### src/rtl/uerf_pkg.sv
// ----------------------------------------------------------------------------
// uerf_pkg
// Shared widths, reset values, register codes and lane interface structs for
// the ultrasonic echo ranging filter.
// ----------------------------------------------------------------------------
package uerf_pkg;

    // default sizes handed to the top level
    localparam int WINDOW_DEF   = 10;
    localparam int CHANNELS_DEF = 3;

    // field widths
    localparam int TICK_W   = 16;
    localparam int DIST_W   = 21;
    localparam int RATE_W   = 25;
    localparam int DELTA_W  = 22;
    localparam int SCALE_W  = 24;
    localparam int COUNT_W  = 8;
    localparam int CHAN_W   = 2;
    localparam int CFG_W    = 24;
    localparam int IN_W     = 24;
    localparam int OUT_W    = 64;
    localparam int FRAC_SH  = 16;

    // number of echo lines that carry a real level
    localparam int LINES    = 3;

    // reset values and limits
    localparam logic [SCALE_W-1:0] SCALE_RESET = 24'd115159;
    localparam logic [COUNT_W-1:0] LIMIT_RESET = 8'd3;
    localparam int                 SUM_BIAS    = 100;
    localparam logic [DIST_W-1:0]  DIST_MAX    = 21'd2097151;

    // configuration register codes
    typedef enum logic [0:0] {
        REG_DIST_SCALE = 1'b0,
        REG_MEAS_LIMIT = 1'b1
    } cfg_reg_t;

    // pipeline control from the top level to every lane
    typedef struct packed {
        logic load1;   // event word accepted with a completion
        logic adv1;    // stage 1 moves into stage 2
        logic adv2;    // stage 2 moves into the output bundle
    } lane_ctl_t;

    // finished measurement presented by a lane at stage 2
    typedef struct packed {
        logic                     done;
        logic [TICK_W-1:0]        width;
        logic [DIST_W-1:0]        dist_q8;
        logic signed [RATE_W-1:0] rate;
    } lane_res_t;

endpackage

### src/rtl/uerf_merge.sv
// ----------------------------------------------------------------------------
// uerf_merge
// Collects the lane results of one event into a bundle register and sends
// them out one word per cycle while m_tready is high, lowest channel first.
// ----------------------------------------------------------------------------
module uerf_merge
    import uerf_pkg::*;
#(
    parameter int CHANNELS = CHANNELS_DEF
)
(
    input  logic              clk,
    input  logic              rst_n,
    input  logic              load,
    input  logic              trig_in,
    input  lane_res_t         res [CHANNELS],
    output logic              free,
    output logic              m_tvalid,
    input  logic              m_tready,
    output logic [OUT_W-1:0]  m_tdata,   // channel, pulse_ticks, distance_q8, rate_q8
    output logic [0:0]        m_tuser,   // trigger
    output logic              m_tlast
);

    localparam int CH_W = (CHANNELS > 1) ? $clog2(CHANNELS) : 1;

    logic                     bvalid_reg;
    logic                     trig_reg;
    logic [CHANNELS-1:0]      mask_reg;
    logic [TICK_W-1:0]        width_reg [CHANNELS];
    logic [DIST_W-1:0]        dist_reg  [CHANNELS];
    logic signed [RATE_W-1:0] rate_reg  [CHANNELS];

    logic [CHANNELS-1:0] sel_oh;
    logic [CHANNELS-1:0] remain;
    logic [CH_W-1:0]     sel_idx;
    logic [7:0]          chan_wide;
    logic                take;
    logic                is_last;

    // lowest pending channel
    assign sel_oh  = mask_reg & (~mask_reg + 1'b1);
    assign remain  = mask_reg & ~sel_oh;
    assign is_last = (remain == '0);
    assign take    = bvalid_reg & m_tready;
    assign free    = ~bvalid_reg | (m_tready & is_last);

    always_comb
    begin
        sel_idx = '0;
        for (int c = 0; c < CHANNELS; c++)
        begin
            if (sel_oh[c])
            begin
                sel_idx = sel_idx | CH_W'(c);
            end
        end
    end

    // bundle control
    always_ff @(posedge clk or negedge rst_n)
    begin
        if (!rst_n)
        begin
            bvalid_reg <= 1'b0;
            mask_reg   <= '0;
            trig_reg   <= 1'b0;
        end
        else if (load)
        begin
            bvalid_reg <= 1'b1;
            trig_reg   <= trig_in;
            for (int c = 0; c < CHANNELS; c++)
            begin
                mask_reg[c] <= res[c].done;
            end
        end
        else if (take)
        begin
            mask_reg <= remain;
            if (is_last)
            begin
                bvalid_reg <= 1'b0;
            end
        end
    end

    // bundle payload
    always_ff @(posedge clk)
    begin
        if (load)
        begin
            for (int c = 0; c < CHANNELS; c++)
            begin
                width_reg[c] <= res[c].width;
                dist_reg[c]  <= res[c].dist_q8;
                rate_reg[c]  <= res[c].rate;
            end
        end
    end

    // output word
    assign chan_wide  = 8'(sel_idx);
    assign m_tvalid   = bvalid_reg;
    assign m_tlast    = is_last;
    assign m_tuser[0] = trig_reg & is_last;
    assign m_tdata    = {rate_reg[sel_idx], dist_reg[sel_idx], width_reg[sel_idx],
                         chan_wide[CHAN_W-1:0]};

    // checks
    a_bundle_not_empty: assert property (@(posedge clk) disable iff (!rst_n)
        bvalid_reg |-> (mask_reg != '0))
        else $error("bundle valid with no pending channel");

    a_one_select: assert property (@(posedge clk) disable iff (!rst_n)
        bvalid_reg |-> $onehot(sel_oh))
        else $error("channel select not one-hot");

    a_trigger_on_last: assert property (@(posedge clk) disable iff (!rst_n)
        (m_tvalid && m_tuser[0]) |-> m_tlast)
        else $error("trigger on a word that is not last");

    a_word_drains: assert property (@(posedge clk) disable iff (!rst_n)
        (take && !is_last && !load) |=> (bvalid_reg && $countones(mask_reg) ==
            $countones($past(mask_reg)) - 1))
        else $error("sent word not removed from bundle");

endmodule

### config.mk
export PLATFORM = sky130hd
export DESIGN_NAME = uerf_merge
export DESIGN_NICKNAME = d
export VERILOG_FILES = /design/src/rtl/uerf_pkg.sv /design/src/rtl/uerf_merge.sv
export SDC_FILE = /design/constraint.sdc
export NUM_CORES = 1
export LEC_CHECK = 0
export BUFFER_PORTS_ARGS = -buffer_cell sky130_fd_sc_hd__buf_2
export CAP_MARGIN = 20
export CORE_ASPECT_RATIO = 1.4
export CORE_MARGIN = 3
export CORE_UTILIZATION = 45
export CTS_CLUSTER_DIAMETER = 30
export DETAILED_ROUTE_END_ITERATION = 6
export GPL_ROUTABILITY_DRIVEN = 0
export GPL_TIMING_DRIVEN = 0
export HOLD_SLACK_MARGIN = 0.15
export PLACE_DENSITY = 0.77
export SYNTH_ARGS = -nofsm -noshare
export SYNTH_HDL_FRONTEND = slang
export SYNTH_SLANG_ARGS = --single-unit
### constraint.sdc
create_clock -name clk -period 1.5 [get_ports clk]
set_input_delay 0.3 -clock clk [delete_from_list [all_inputs] [get_ports clk]]
set_output_delay 0.3 -clock clk [all_outputs]
set_load 0.02 [all_outputs]
==> metrics.txt, run 1 <==
Initial Utilization=0.4602; stop err=[ERROR RSZ-0060] Max buffer count reached.; post-cts resize count=106; sequential area share after synthesis=0.7917; Ports=roughly 260; syn avg cell area=between 15 and 20 um^2; most area-consuming cells after synthesis=edfxtp_1 77%, mux2i_1 8.6%, o21ai_1 4.1%; top cell type's share of synthesized area=0.7743; synthesized area=about 7200 um^2; total number of H-tree levels=4; Longest Clk Path Bufs=2; register bit total from synthesis=191; TritonCTS Buffers=17; Buffers on Ports=261; Die Wd=113 um; Die Ht=about 160 um; Root Buffer Master=clkbuf_16; unique cell type count in the Yosys netlist=18; hold buffers post-CTS=184; # placed instances=874; YS warnings=0; row count=54; setup bufs post-CTS=7; failing step=clock tree synthesis; status=did not finish; total clock sinks=191; DP HPWL=11590 um; Synth area leader=edfxtp_1; post-synthesis cell count=around 420; syn_nets=610
==> cell families after synthesis <==
group / count (synthesis) / share of synthesized area
flip-flops: 191 / 0.7917
AND/OR/NAND/NOR: 71 / 0.04111
AO/OA/AOI/OAI: 68 / 0.04753
multiplexers: 63 / 0.08760
buffers and inverters: 22 / 0.03070
adder cells (fa/ha/maj): 1 / 0.001388
==> stage by stage <==
| step | setup WS [ns] | TNS (ns) | util | area (um^2) | hold slack [ns] |
|---|---|---|---|---|---|
| after detailed placement | -0.6104 | -53.12 | 0.5667 | 8884 | 0.1267 |
| after global placement | -2.214 | -419.36 | 0.5643 | 8846 | 0.1166 |
| after floorplan | -0.1106 | -5.064 | - | 7295 | 0.004409 |
==> synth_stat cells <==
library cell / n
buf_12: 7
buf_2: 2
buf_4: 6
clkbuf_1: 5
dfrtp_1: 5
edfxtp_1: 186
inv_1: 2
maj3_1: 1
mux2_2: 1
mux2i_1: 62
nand2_1: 67
nand2b_1: 1
nor2b_1: 1
nor2b_4: 1
nor3b_4: 1
o21ai_0: 8
o21ai_1: 59
o31ai_1: 1
==> inputs of run 2 (changes only) <==
Settings changed: CORE_ASPECT_RATIO 1.4 to default, CORE_UTILIZATION 45 to 30, CTS_CLUSTER_DIAMETER 30 to default, HOLD_SLACK_MARGIN 0.15 to default, PLACE_DENSITY 0.77 to default, PLACE_DENSITY_LB_ADDON from default to 0.15.
Clock period 1.5 ns to 2 ns, I/O delays scaled along.
==> run 2 against run 1 <==
  * The flow now finishes, with violations (setup timing)
  * Synthesized cell count unchanged
  * Synthesized area unchanged
==> metrics.txt, run 2 <==
Root Buffer Master=clkbuf_16; TritonCTS Buffers=17 (unchanged); die area=25940 um^2; largest family of logic cells by synthesized area=multiplexers; top cell type's share of synthesized area=0.7743 (unchanged); worst rel slew slack=0.5519; commonest cells in the netlist=186 x edfxtp_1, 67 x nand2_1, 62 x mux2i_1; total clock sinks=191 (unchanged); post-layout util=0.4576; Vias per Instance=4.405; Post-synth top flop=edfxtp_1; unique cell type count in the Yosys netlist=18 (unchanged); Routed WL=around 18000 um; YS warnings=0 (unchanged); RSZ-0062 raised after global routing=true; leading cell type in the layout, fill and taps excluded=buf_2; crit path capture type=output port; # nets final=908; final hold viol count=0; Synth area leader=edfxtp_1; Setup Crit Path Kind=flip-flop to output port; Buffers on Ports=261 (unchanged); syn avg cell area=17.34 um^2 (unchanged); Synth Area in Simple Gates=0.04111 (unchanged); most area-consuming cells after synthesis=edfxtp_1 77%, mux2i_1 8.6%, o21ai_1 4.1%; violated checks=setup timing; DP HPWL=12150 um (+4.9%); status=complete, but fails checks; crit path max-delay cell type=dfrtp_2; layout cells sized above 1=0.6149; R2R setup slack=0.59 ns; compound-cell area share of the yosys netlist=0.04753 (unchanged); HP Class=primary input to flip-flop; worst setup margin=-0.2780 ns; Skew-Pair Late Insertion Delay=approximately 0.43 ns; wire length per cell=around 17 um; vias in the first global route=4737; Slew Limit Fails=0; Max-Cap Viols=0; Initial Utilization=0.3064 (-0.1538); Clk pin slew, worst setup/hold paths=0.08 ns; Max stage delay on crit path=0.45 ns; worst vdd ir=0.4502 mV; worst path cell trace=nor3b_4, buf_6, buf_12, clkbuf_16, nand2_2, o21ai_1, buf_4; Longest Clk Path Bufs=2 (unchanged); DRT iter0 DRCs=162; Worst EP required=between 1.5 and 2 ns; core region area=about 24000 um^2; Tot GR Track Use=0.1332; post-synthesis mux area share=0.08760 (unchanged); Final setup violation count=66; fin crit period=2.278 ns; largest net degree at the start of global routing=109; CTS tree=built; grt total ovfl=0; via count=4616; Die Wd=161.1 um (+43%); Final Cycle Share=1.139; PwrDens=942.8 nW/um^2; leakage=4.248 nW; count leader, synth=edfxtp_1; fraction of registers with async set/reset=0.02618 (unchanged); adder-cell share of the synthesized area=0.001388 (unchanged); post-synthesis cell count=416 (unchanged); detailed-router iteration count before antenna repair=4; number of enable flip-flop cells after synthesis=186 (unchanged); Synth Area in XOR/XNOR=0 (unchanged); first-pass GRT wire length=26300 um; total number of H-tree levels=4 (unchanged); row count=56 (+3.7%); synthesized area=7213 um^2 (unchanged); crit path max fanout=7; sequential area share after synthesis=0.7917 (unchanged); Layout area overhead=49.37%; antenna viol nets, final=0; Final Hold Slack=0.1338 ns; syn_nets=610 (unchanged); clock skew after layout=roughly 0.0023 ns; initial antenna violation count=6; Worst Max-Slew Pin Slew=~0.67 ns; most frequent cells in the layout=203 x buf_2, 186 x edfxtp_1, 47 x mux2i_1; CP arrival=1.88 ns; register bit total from synthesis=191 (unchanged); max FFs per register=between 70 and 80; Ports=262 (unchanged); Peak Freq=about 440 MHz; DRC=0; Startpoint Class=flip-flop; Die Ht=161.1 um (+3.4%)
## run 2: what timing repair did
action / CTS / global route
hold buffers: 1 / 0
pin swaps: 2 / 22
endpoints found under the setup margin: 66 / 66
cloned: 0 / 7
endpoints found under the hold margin: 5 / 0
gates resized for setup: 109 / 174
buffers inserted: 8 / 3
## run 2: final timing paths
kind                                              to  cells after the start                     from
hold / removal             width_reg[2][9]$_DFFE_PP_                      1                  res[55]
setup reg to reg                m_tvalid$_DFFE_PN0P_                      5  mask_reg[0]$_DFFE_PN0P_
hold reg to reg                 trig_reg$_DFFE_PN0P_                      1     trig_reg$_DFFE_PN0P_
setup / recovery                         m_tdata[20]                      7  mask_reg[0]$_DFFE_PN0P_
min in group asynchronous       trig_reg$_DFFE_PN0P_                      2                    rst_n
max in group asynchronous    mask_reg[1]$_DFFE_PN0P_                      2                    rst_n
## run 2: layout make-up
class / count / area, um^2
tap: 319 / 399.1
clock inverter: 15 / 176.4
buffer: 20 / 324.1
timing repair buffer: 279 / 1908
antenna: 2 / 5.005
inverter: 2 / 7.507
multi-input combinational: 203 / 1815
clock buffer: 17 / 425.4
fill: 2132 / 12770
sequential: 191 / 5713
## run 2: critical path: cells and delay by family, from the launching register on
family	cells	cell delay, ns
buffers and inverters	4	0.65
AOI/OAI and AO/OA	1	0.07
DFF	1	0.45
and+or+nand+nor	2	0.27
## run 2: cell families after synthesis
kind of cell / after synthesis
flip-flops: 191
adder cells (fa/ha/maj): 1
multiplexers: 63
AND/OR/NAND/NOR: 71
AO/OA/AOI/OAI: 68
buffers and inverters: 22
## run 2: per-layer routing
metal,GRT usage,wire length [um],share of wire,vias up
li1,-,-,-,2188
met1,0.1606,7429,0.41,2213
met2,0.2139,8788,0.48,182
met3,0.06002,1647,0.091,25
met4,0.04458,249,0.014,8
met5,0,37,0.0020,-
## run 2: through the flow
| step | worst slack [ns] | total power [W] | setup TNS [ns] | cell area [um^2] | std cells |
|---|---|---|---|---|---|
| 6_report | -0.2780 | 0.01016 | -14.80 | 10770 | 1048 |
| 5_1_grt | -0.3664 | 0.01061 | -20.87 | 10770 | 1048 |
| 4_1_cts | -0.3056 | 0.009936 | -16.30 | 9941 | 1038 |
| 3_5_place_dp | -0.4366 | 0.006272 | -15.17 | 8956 | 997 |
| 3_3_place_gp | -1.980 | 0.006251 | -354.84 | 8919 | 996 |
| 2_1_floorplan | 0.2270 | 0.005625 | 0 | 7213 | 416 |
## run 2: power by group
| part | leakage [nW] | switching [W] | internal, W | total, W |
|---|---|---|---|---|
| Combinational | 2.08 | 0.000954 | 0.000923 | 0.00188 |
| Clock | 0.290 | 0.00163 | 0.00179 | 0.00341 |
| Sequential | 1.88 | 0.000122 | 0.00475 | 0.00487 |
No activity file was read; power rests on OpenSTA's default activity.
