### config.mk
export PLATFORM = sky130hd
export DESIGN_NAME = uerf_lane
export DESIGN_NICKNAME = d
export VERILOG_FILES = /design/src/rtl/uerf_pkg.sv /design/src/rtl/uerf_lane.sv
export SDC_FILE = /design/constraint.sdc
export NUM_CORES = 2
export LEC_CHECK = 0
export BUFFER_PORTS_ARGS = -buffer_cell sky130_fd_sc_hd__buf_2
export CORE_AREA = 5 5 351 353
export CTS_CLUSTER_SIZE = 28
export DETAILED_ROUTE_END_ITERATION = 10
export DIE_AREA = 0 0 356 358
export GPL_ROUTABILITY_DRIVEN = 0
export PLACE_DENSITY_LB_ADDON = 0.08
export RECOVER_POWER = 50
export SLEW_MARGIN = 30
export SYNTH_ARGS = -nofsm -noshare
export SYNTH_HDL_FRONTEND = slang
export SYNTH_SLANG_ARGS = --single-unit
export TNS_END_PERCENT = 100
### constraint.sdc
create_clock -name clk -period 18.8 [get_ports clk]
set_input_delay 1.88 -clock clk [delete_from_list [all_inputs] [get_ports clk]]
set_output_delay 1.88 -clock clk [all_outputs]
set_load 0.005 [all_outputs]
### src/rtl/uerf_pkg.sv
// ----------------------------------------------------------------------------
// uerf_pkg
// Shared widths, reset values, register codes and lane interface structs for
// the ultrasonic echo ranging filter.
// ----------------------------------------------------------------------------
package uerf_pkg;

    // default sizes handed to the top level
    localparam int WINDOW_DEF   = 10;
    localparam int CHANNELS_DEF = 3;

    // field widths
    localparam int TICK_W   = 16;
    localparam int DIST_W   = 21;
    localparam int RATE_W   = 25;
    localparam int DELTA_W  = 22;
    localparam int SCALE_W  = 24;
    localparam int COUNT_W  = 8;
    localparam int CHAN_W   = 2;
    localparam int CFG_W    = 24;
    localparam int IN_W     = 24;
    localparam int OUT_W    = 64;
    localparam int FRAC_SH  = 16;

    // number of echo lines that carry a real level
    localparam int LINES    = 3;

    // reset values and limits
    localparam logic [SCALE_W-1:0] SCALE_RESET = 24'd115159;
    localparam logic [COUNT_W-1:0] LIMIT_RESET = 8'd3;
    localparam int                 SUM_BIAS    = 100;
    localparam logic [DIST_W-1:0]  DIST_MAX    = 21'd2097151;

    // configuration register codes
    typedef enum logic [0:0] {
        REG_DIST_SCALE = 1'b0,
        REG_MEAS_LIMIT = 1'b1
    } cfg_reg_t;

    // pipeline control from the top level to every lane
    typedef struct packed {
        logic load1;   // event word accepted with a completion
        logic adv1;    // stage 1 moves into stage 2
        logic adv2;    // stage 2 moves into the output bundle
    } lane_ctl_t;

    // finished measurement presented by a lane at stage 2
    typedef struct packed {
        logic                     done;
        logic [TICK_W-1:0]        width;
        logic [DIST_W-1:0]        dist_q8;
        logic signed [RATE_W-1:0] rate;
    } lane_res_t;

endpackage

### src/rtl/uerf_lane.sv
// ----------------------------------------------------------------------------
// uerf_lane
// One echo channel: edge detection and pulse timing, pulse window sum,
// distance multiply, saturation and moving sum of distance changes.
// ----------------------------------------------------------------------------
module uerf_lane
    import uerf_pkg::*;
#(
    parameter int WINDOW = WINDOW_DEF
)
(
    input  logic              clk,
    input  logic              rst_n,
    input  lane_ctl_t         ctl,
    input  logic              acc,
    input  logic              level,
    input  logic [TICK_W-1:0] now,
    input  logic [SCALE_W-1:0] scale,
    output logic              done,
    output lane_res_t         res
);

    localparam int POS_W  = $clog2(WINDOW);
    localparam int SUM_W  = $clog2(WINDOW * 65535 + SUM_BIAS + 1);
    localparam int PROD_W = SUM_W + SCALE_W;
    localparam int DR_W   = PROD_W - FRAC_SH;

    // edge detection and pulse timing
    logic              seen_reg;
    logic [TICK_W-1:0] start_reg;
    logic              rise;
    logic              fall;
    logic [TICK_W-1:0] width_s0;

    assign rise     = level & ~seen_reg;
    assign fall     = ~level & seen_reg;
    assign width_s0 = now - start_reg;
    assign done     = fall;

    always_ff @(posedge clk or negedge rst_n)
    begin
        if (!rst_n)
        begin
            seen_reg  <= 1'b0;
            start_reg <= '0;
        end
        else if (acc)
        begin
            seen_reg <= level;
            if (rise)
            begin
                start_reg <= now;
            end
        end
    end

    // pulse window ring and running sum
    logic [TICK_W-1:0] pring_mem [WINDOW];
    logic [TICK_W-1:0] prd_reg;
    logic [TICK_W-1:0] prd_eff;
    logic [POS_W-1:0]  ppos_reg;
    logic [POS_W-1:0]  ppos_next;
    logic [POS_W-1:0]  ppos_rd;
    logic              pfill_reg;
    logic [SUM_W-1:0]  psum_reg;
    logic [SUM_W-1:0]  psum_next;
    logic              pwr;

    assign pwr       = acc & fall;
    assign ppos_next = (ppos_reg == POS_W'(WINDOW - 1)) ? '0 : ppos_reg + 1'b1;
    assign ppos_rd   = pwr ? ppos_next : ppos_reg;
    assign prd_eff   = pfill_reg ? prd_reg : '0;
    assign psum_next = psum_reg - SUM_W'(prd_eff) + SUM_W'(width_s0);

    always_ff @(posedge clk)
    begin
        if (pwr)
        begin
            pring_mem[ppos_reg] <= width_s0;
        end
        prd_reg <= pring_mem[ppos_rd];
    end

    always_ff @(posedge clk or negedge rst_n)
    begin
        if (!rst_n)
        begin
            ppos_reg  <= '0;
            pfill_reg <= 1'b0;
            psum_reg  <= SUM_W'(SUM_BIAS);
        end
        else if (pwr)
        begin
            ppos_reg <= ppos_next;
            psum_reg <= psum_next;
            if (ppos_reg == POS_W'(WINDOW - 1))
            begin
                pfill_reg <= 1'b1;
            end
        end
    end

    // stage 1: pulse sum held for the multiply
    logic              done1_reg;
    logic [TICK_W-1:0] width1_reg;
    logic [SUM_W-1:0]  sum1_reg;

    always_ff @(posedge clk or negedge rst_n)
    begin
        if (!rst_n)
        begin
            done1_reg <= 1'b0;
        end
        else if (ctl.load1)
        begin
            done1_reg <= fall;
        end
    end

    always_ff @(posedge clk)
    begin
        if (ctl.load1)
        begin
            width1_reg <= width_s0;
            sum1_reg   <= psum_next;
        end
    end

    // stage 2: registered product of sum and scale
    logic              done2_reg;
    logic [TICK_W-1:0] width2_reg;
    logic [PROD_W-1:0] prod2_reg;

    always_ff @(posedge clk or negedge rst_n)
    begin
        if (!rst_n)
        begin
            done2_reg <= 1'b0;
        end
        else if (ctl.adv1)
        begin
            done2_reg <= done1_reg;
        end
    end

    always_ff @(posedge clk)
    begin
        if (ctl.adv1)
        begin
            width2_reg <= width1_reg;
            prod2_reg  <= PROD_W'(sum1_reg) * PROD_W'(scale);
        end
    end

    // distance saturation and change window
    logic [DR_W-1:0]          d_raw;
    logic [DIST_W-1:0]        dist_sat;
    logic [DIST_W-1:0]        prev_reg;
    logic signed [DELTA_W-1:0] delta;
    logic signed [DELTA_W-1:0] cring_mem [WINDOW];
    logic signed [DELTA_W-1:0] crd_reg;
    logic signed [DELTA_W-1:0] crd_eff;
    logic [POS_W-1:0]         cpos_reg;
    logic [POS_W-1:0]         cpos_next;
    logic [POS_W-1:0]         cpos_rd;
    logic                     cfill_reg;
    logic signed [RATE_W-1:0] csum_reg;
    logic signed [RATE_W-1:0] csum_next;
    logic                     cwr;

    assign d_raw    = prod2_reg[PROD_W-1:FRAC_SH];
    assign dist_sat = (d_raw > {{(DR_W - DIST_W){1'b0}}, DIST_MAX}) ?
                      DIST_MAX : d_raw[DIST_W-1:0];
    assign delta    = $signed({1'b0, dist_sat}) - $signed({1'b0, prev_reg});

    assign cwr       = ctl.adv2 & done2_reg;
    assign cpos_next = (cpos_reg == POS_W'(WINDOW - 1)) ? '0 : cpos_reg + 1'b1;
    assign cpos_rd   = cwr ? cpos_next : cpos_reg;
    assign crd_eff   = cfill_reg ? crd_reg : '0;
    assign csum_next = csum_reg
                     - {{(RATE_W - DELTA_W){crd_eff[DELTA_W-1]}}, crd_eff}
                     + {{(RATE_W - DELTA_W){delta[DELTA_W-1]}}, delta};

    always_ff @(posedge clk)
    begin
        if (cwr)
        begin
            cring_mem[cpos_reg] <= delta;
        end
        crd_reg <= cring_mem[cpos_rd];
    end

    always_ff @(posedge clk or negedge rst_n)
    begin
        if (!rst_n)
        begin
            cpos_reg  <= '0;
            cfill_reg <= 1'b0;
            csum_reg  <= '0;
            prev_reg  <= '0;
        end
        else if (cwr)
        begin
            cpos_reg <= cpos_next;
            csum_reg <= csum_next;
            prev_reg <= dist_sat;
            if (cpos_reg == POS_W'(WINDOW - 1))
            begin
                cfill_reg <= 1'b1;
            end
        end
    end

    // result towards the merge stage
    assign res.done    = done2_reg;
    assign res.width   = width2_reg;
    assign res.dist_q8 = dist_sat;
    assign res.rate    = csum_next;

endmodule

==> out/qor.csv <==
stage,metric,value,unit
hold_path,hold crit path type,flop to flop,
detailed_routing,vias per cell,4.95,
detailed_routing,DRT iter0 DRCs,1301,
finish,fraction of layout cells with a size suffix above 1,0.127,
die,Initial Util,0.347,
timing,Max Freq,101,MHz
global_routing,GRT Residual Overflow,0,
die,io pins,111,
logic_synthesis,YS warnings,0,
logic_synthesis,Post-synth EDFFs,460,
placed_design,# port buffers,110,
timing,Slew @ Worst Pin,3460,ps
logic_synthesis,Synth Instances,3356,
timing,Final Skew,24.1,ps
die,# rows,127,
detailed_routing,average wire per standard cell,21.2,um
logic_synthesis,Post-synth ARST share,0.160,
timing,post-layout min period,9930,ps
global_routing,met1 global-route usage,0.234,
detailed_routing,drt drc,0,
worst_setup_path,critical path type,flop to output port,
placed_design,pre-CTS WS,9860,ps
placed_design,DP Area,0.0443,mm2
die,die height,358,um
timing,setup ws final,8870,ps
worst_setup_path,Register-to-Register Setup Slack,11240,ps
clock_network,H-tree depth,2,
logic_synthesis,synth unique cells,81,
clock_network,clk sinks,593,
global_routing,antenna violations before repair,5,
clock_network,Bufs on Longest Clock Path,3,
timing,final setup fails,0,
logic_synthesis,"area leader, netlist",edfxtp_1,
finish,Filler cells,11600,
worst_setup_path,critical-path maximum fanout,21,
timing,Slew headroom,-1.30,
worst_setup_path,Crit path buffers/inverters,3,
worst_setup_path,Worst path max stage delay,760,ps
global_routing,GRT Resource Usage Total,0.172,
timing,setup TNS,0,ps
run_status,failing checks,"max-capacitance violations, max-slew violations",
global_routing,vias in the first global route,27900,
global_routing,gr busiest metal,met2,
worst_setup_path,Crit path required time,16920,ps
die,Core Box Area,0.119,mm2
flow_run,max-cap check violation count,17,
global_routing,grt met3 use,0.0245,
clock_network,Root Driver,clkbuf_16,
timing,RSZ-0062 raised after global routing,no,
worst_setup_path,CP startpoint kind,flop,
die,die width,356,um
logic_synthesis,syn nets,4070,
clock_network,TritonCTS clock tree,done,
detailed_routing,Vias,25400,
logic_synthesis,post-synth top area share,0.333,
run_status,status,"finished, violations left",
logic_synthesis,Avg Inst Size Synth,12.4,um2
timing,Min Hold Slack,417,ps
clock_network,Worst-path clk slew,60,ps
logic_synthesis,synthesized area,0.0415,mm2
logic_synthesis,Main synth FF type,edfxtp_1,
timing,Tcrit/Tclk final,0.528,
worst_setup_path,CP top delay family,compound AO/OA/AOI/OAI gates,
clock_network,CTS resizes,0,
global_routing,first-pass GRT wire length,168000,um
detailed_routing,Routed Antenna Nets,0,
logic_synthesis,post-synthesis register bit count,593,
logic_synthesis,"Seq/Total Area, Yosys",0.409,
detailed_routing,final WL,109000,um
global_routing,grt met2 use,0.295,
finish,max reg flops,220,
logic_synthesis,most frequent cells after synthesis,"506 x inv_1, 460 x edfxtp_1, 433 x fa_1",
finish,layout net count,4181,
logic_synthesis,largest cells by area after synthesis,"edfxtp_1 33%, fa_1 21%, ha_1 7.1%",
clock_network,Hold Buf Count CTS,0,
finish,fin area,0.0461,mm2
clock_network,clock latency on the worst-skew pair,640,ps
worst_setup_path,slowest CP cell,clkbuf_1,
worst_setup_path,critical path capture point type,output port,
detailed_routing,first-pass iteration count of the detailed router,5,
worst_setup_path,"most used cell, CP",a21o_1,
clock_network,CTS Buf Count,61,
global_routing,largest net degree at the start of global routing,57,
finish,Layout area overhead,11.2,%
placed_design,DP HPWL,77500,um
logic_synthesis,most common cell in the netlist,inv_1,
clock_network,postcts setup bufs,0,
worst_setup_path,Worst Path Arrival,8050,ps
timing,final hold vios,0,
die,Die Area,0.127,mm2
timing,fin. max-slew vios,554,
[cell usage in the layout (no fill, tap or decap), types with 12 or more instances in the layout]
cell | Yosys | routed
o21ai_0 | 40 | 40
dfxtp_1 | 38 | 38
mux4_2 | 92 | 92
clkbuf_16 | 0 | 63
buf_4 | 4 | 45
o21a_1 | 14 | 14
nand2_1 | 324 | 324
nor2_1 | 57 | 55
inv_1 | 506 | 507
mux2i_1 | 23 | 23
a211oi_1 | 30 | 30
dfrtp_1 | 92 | 92
a31oi_1 | 12 | 12
xnor2_1 | 70 | 65
buf_2 | 17 | 93
nor2b_1 | 16 | 17
edfxtp_1 | 460 | 460
clkbuf_1 | 114 | 55
clkinv_2 | 0 | 12
a21oi_1 | 111 | 111
nor3_1 | 20 | 18
nand3_1 | 21 | 21
o21bai_1 | 16 | 16
xor2_1 | 34 | 28
nand2b_1 | 35 | 35
fa_1 | 433 | 433
ha_1 | 234 | 234
a21o_1 | 47 | 47
mux2_2 | 71 | 71
and2_1 | 292 | 291
[per-layer routing]
layer  part of all wire  vias up
met5                  0        -
met4              0.018        0
met3              0.043      119
met2               0.49      454
met1               0.45    13400
li1                   -    11400
[through the flow]
| stage | util | instances |
|---|---|---|
| after floorplan | - | 3356 |
| after global placement | 0.370 | 5009 |
| after detailed placement | 0.371 | 5015 |
| after CTS | 0.388 | 5131 |
| after global routing | 0.386 | 5132 |
| final | 0.386 | 5134 |
[logic make-up (layout without fill, tap and decap cells)]
logic type,Yosys count,count (layout),share of synthesized area
adder cells (fa/ha/maj),667,667,0.280
flip-flops,593,593,0.409
other,0,2,0
XOR/XNOR,105,105,0.0225
AO/OA/AOI/OAI,334,334,0.0538
AND/OR/NAND/NOR,825,825,0.101
multiplexers,186,186,0.0748
buffers and inverters,646,810,0.0593
[path summary, 6_finish.rpt]
path	from	end	cells after the start
worst min register to register	width1_reg[1]	width2_reg[1]	0
max in group asynchronous	rst_n	csum_reg[22]	3
worst max register to register	done2_reg	crd_reg[1]	9
min in group asynchronous	rst_n	start_reg[11]	1
worst min-delay path	width1_reg[1]	width2_reg[1]	0
worst max-delay path	prod2_reg[40]	res[19]	25
[worst register-to-register path: stages (launching register included)]
cell	delay (ps)
dfrtp_1	440
nand2_2	80
clkbuf_1	2350
xor2_4	170
clkbuf_1	1910
buf_4	870
mux4_2	600
and2_1	180
a211oi_1	600
a21oi_1	110
[final cells by class]
| cell class | count | area, um2 | share of cell area |
|---|---|---|---|
| Clock buffer | 81 | 1720 | 0.0374 |
| Antenna cell | 2 | 5.00 | 0.000109 |
| Multi-Input combinational cell | 2117 | 22200 | 0.481 |
| Timing Repair Buffer | 185 | 998 | 0.0216 |
| Tap cell | 1612 | 2020 | 0.0437 |
| Sequential cell | 593 | 17000 | 0.368 |
| Clock inverter | 35 | 308 | 0.00667 |
| Inverter | 509 | 1910 | 0.0414 |
Power is not shown: default switching activity piles up to over one toggle a cycle in this logic, so the estimate is an artifact.
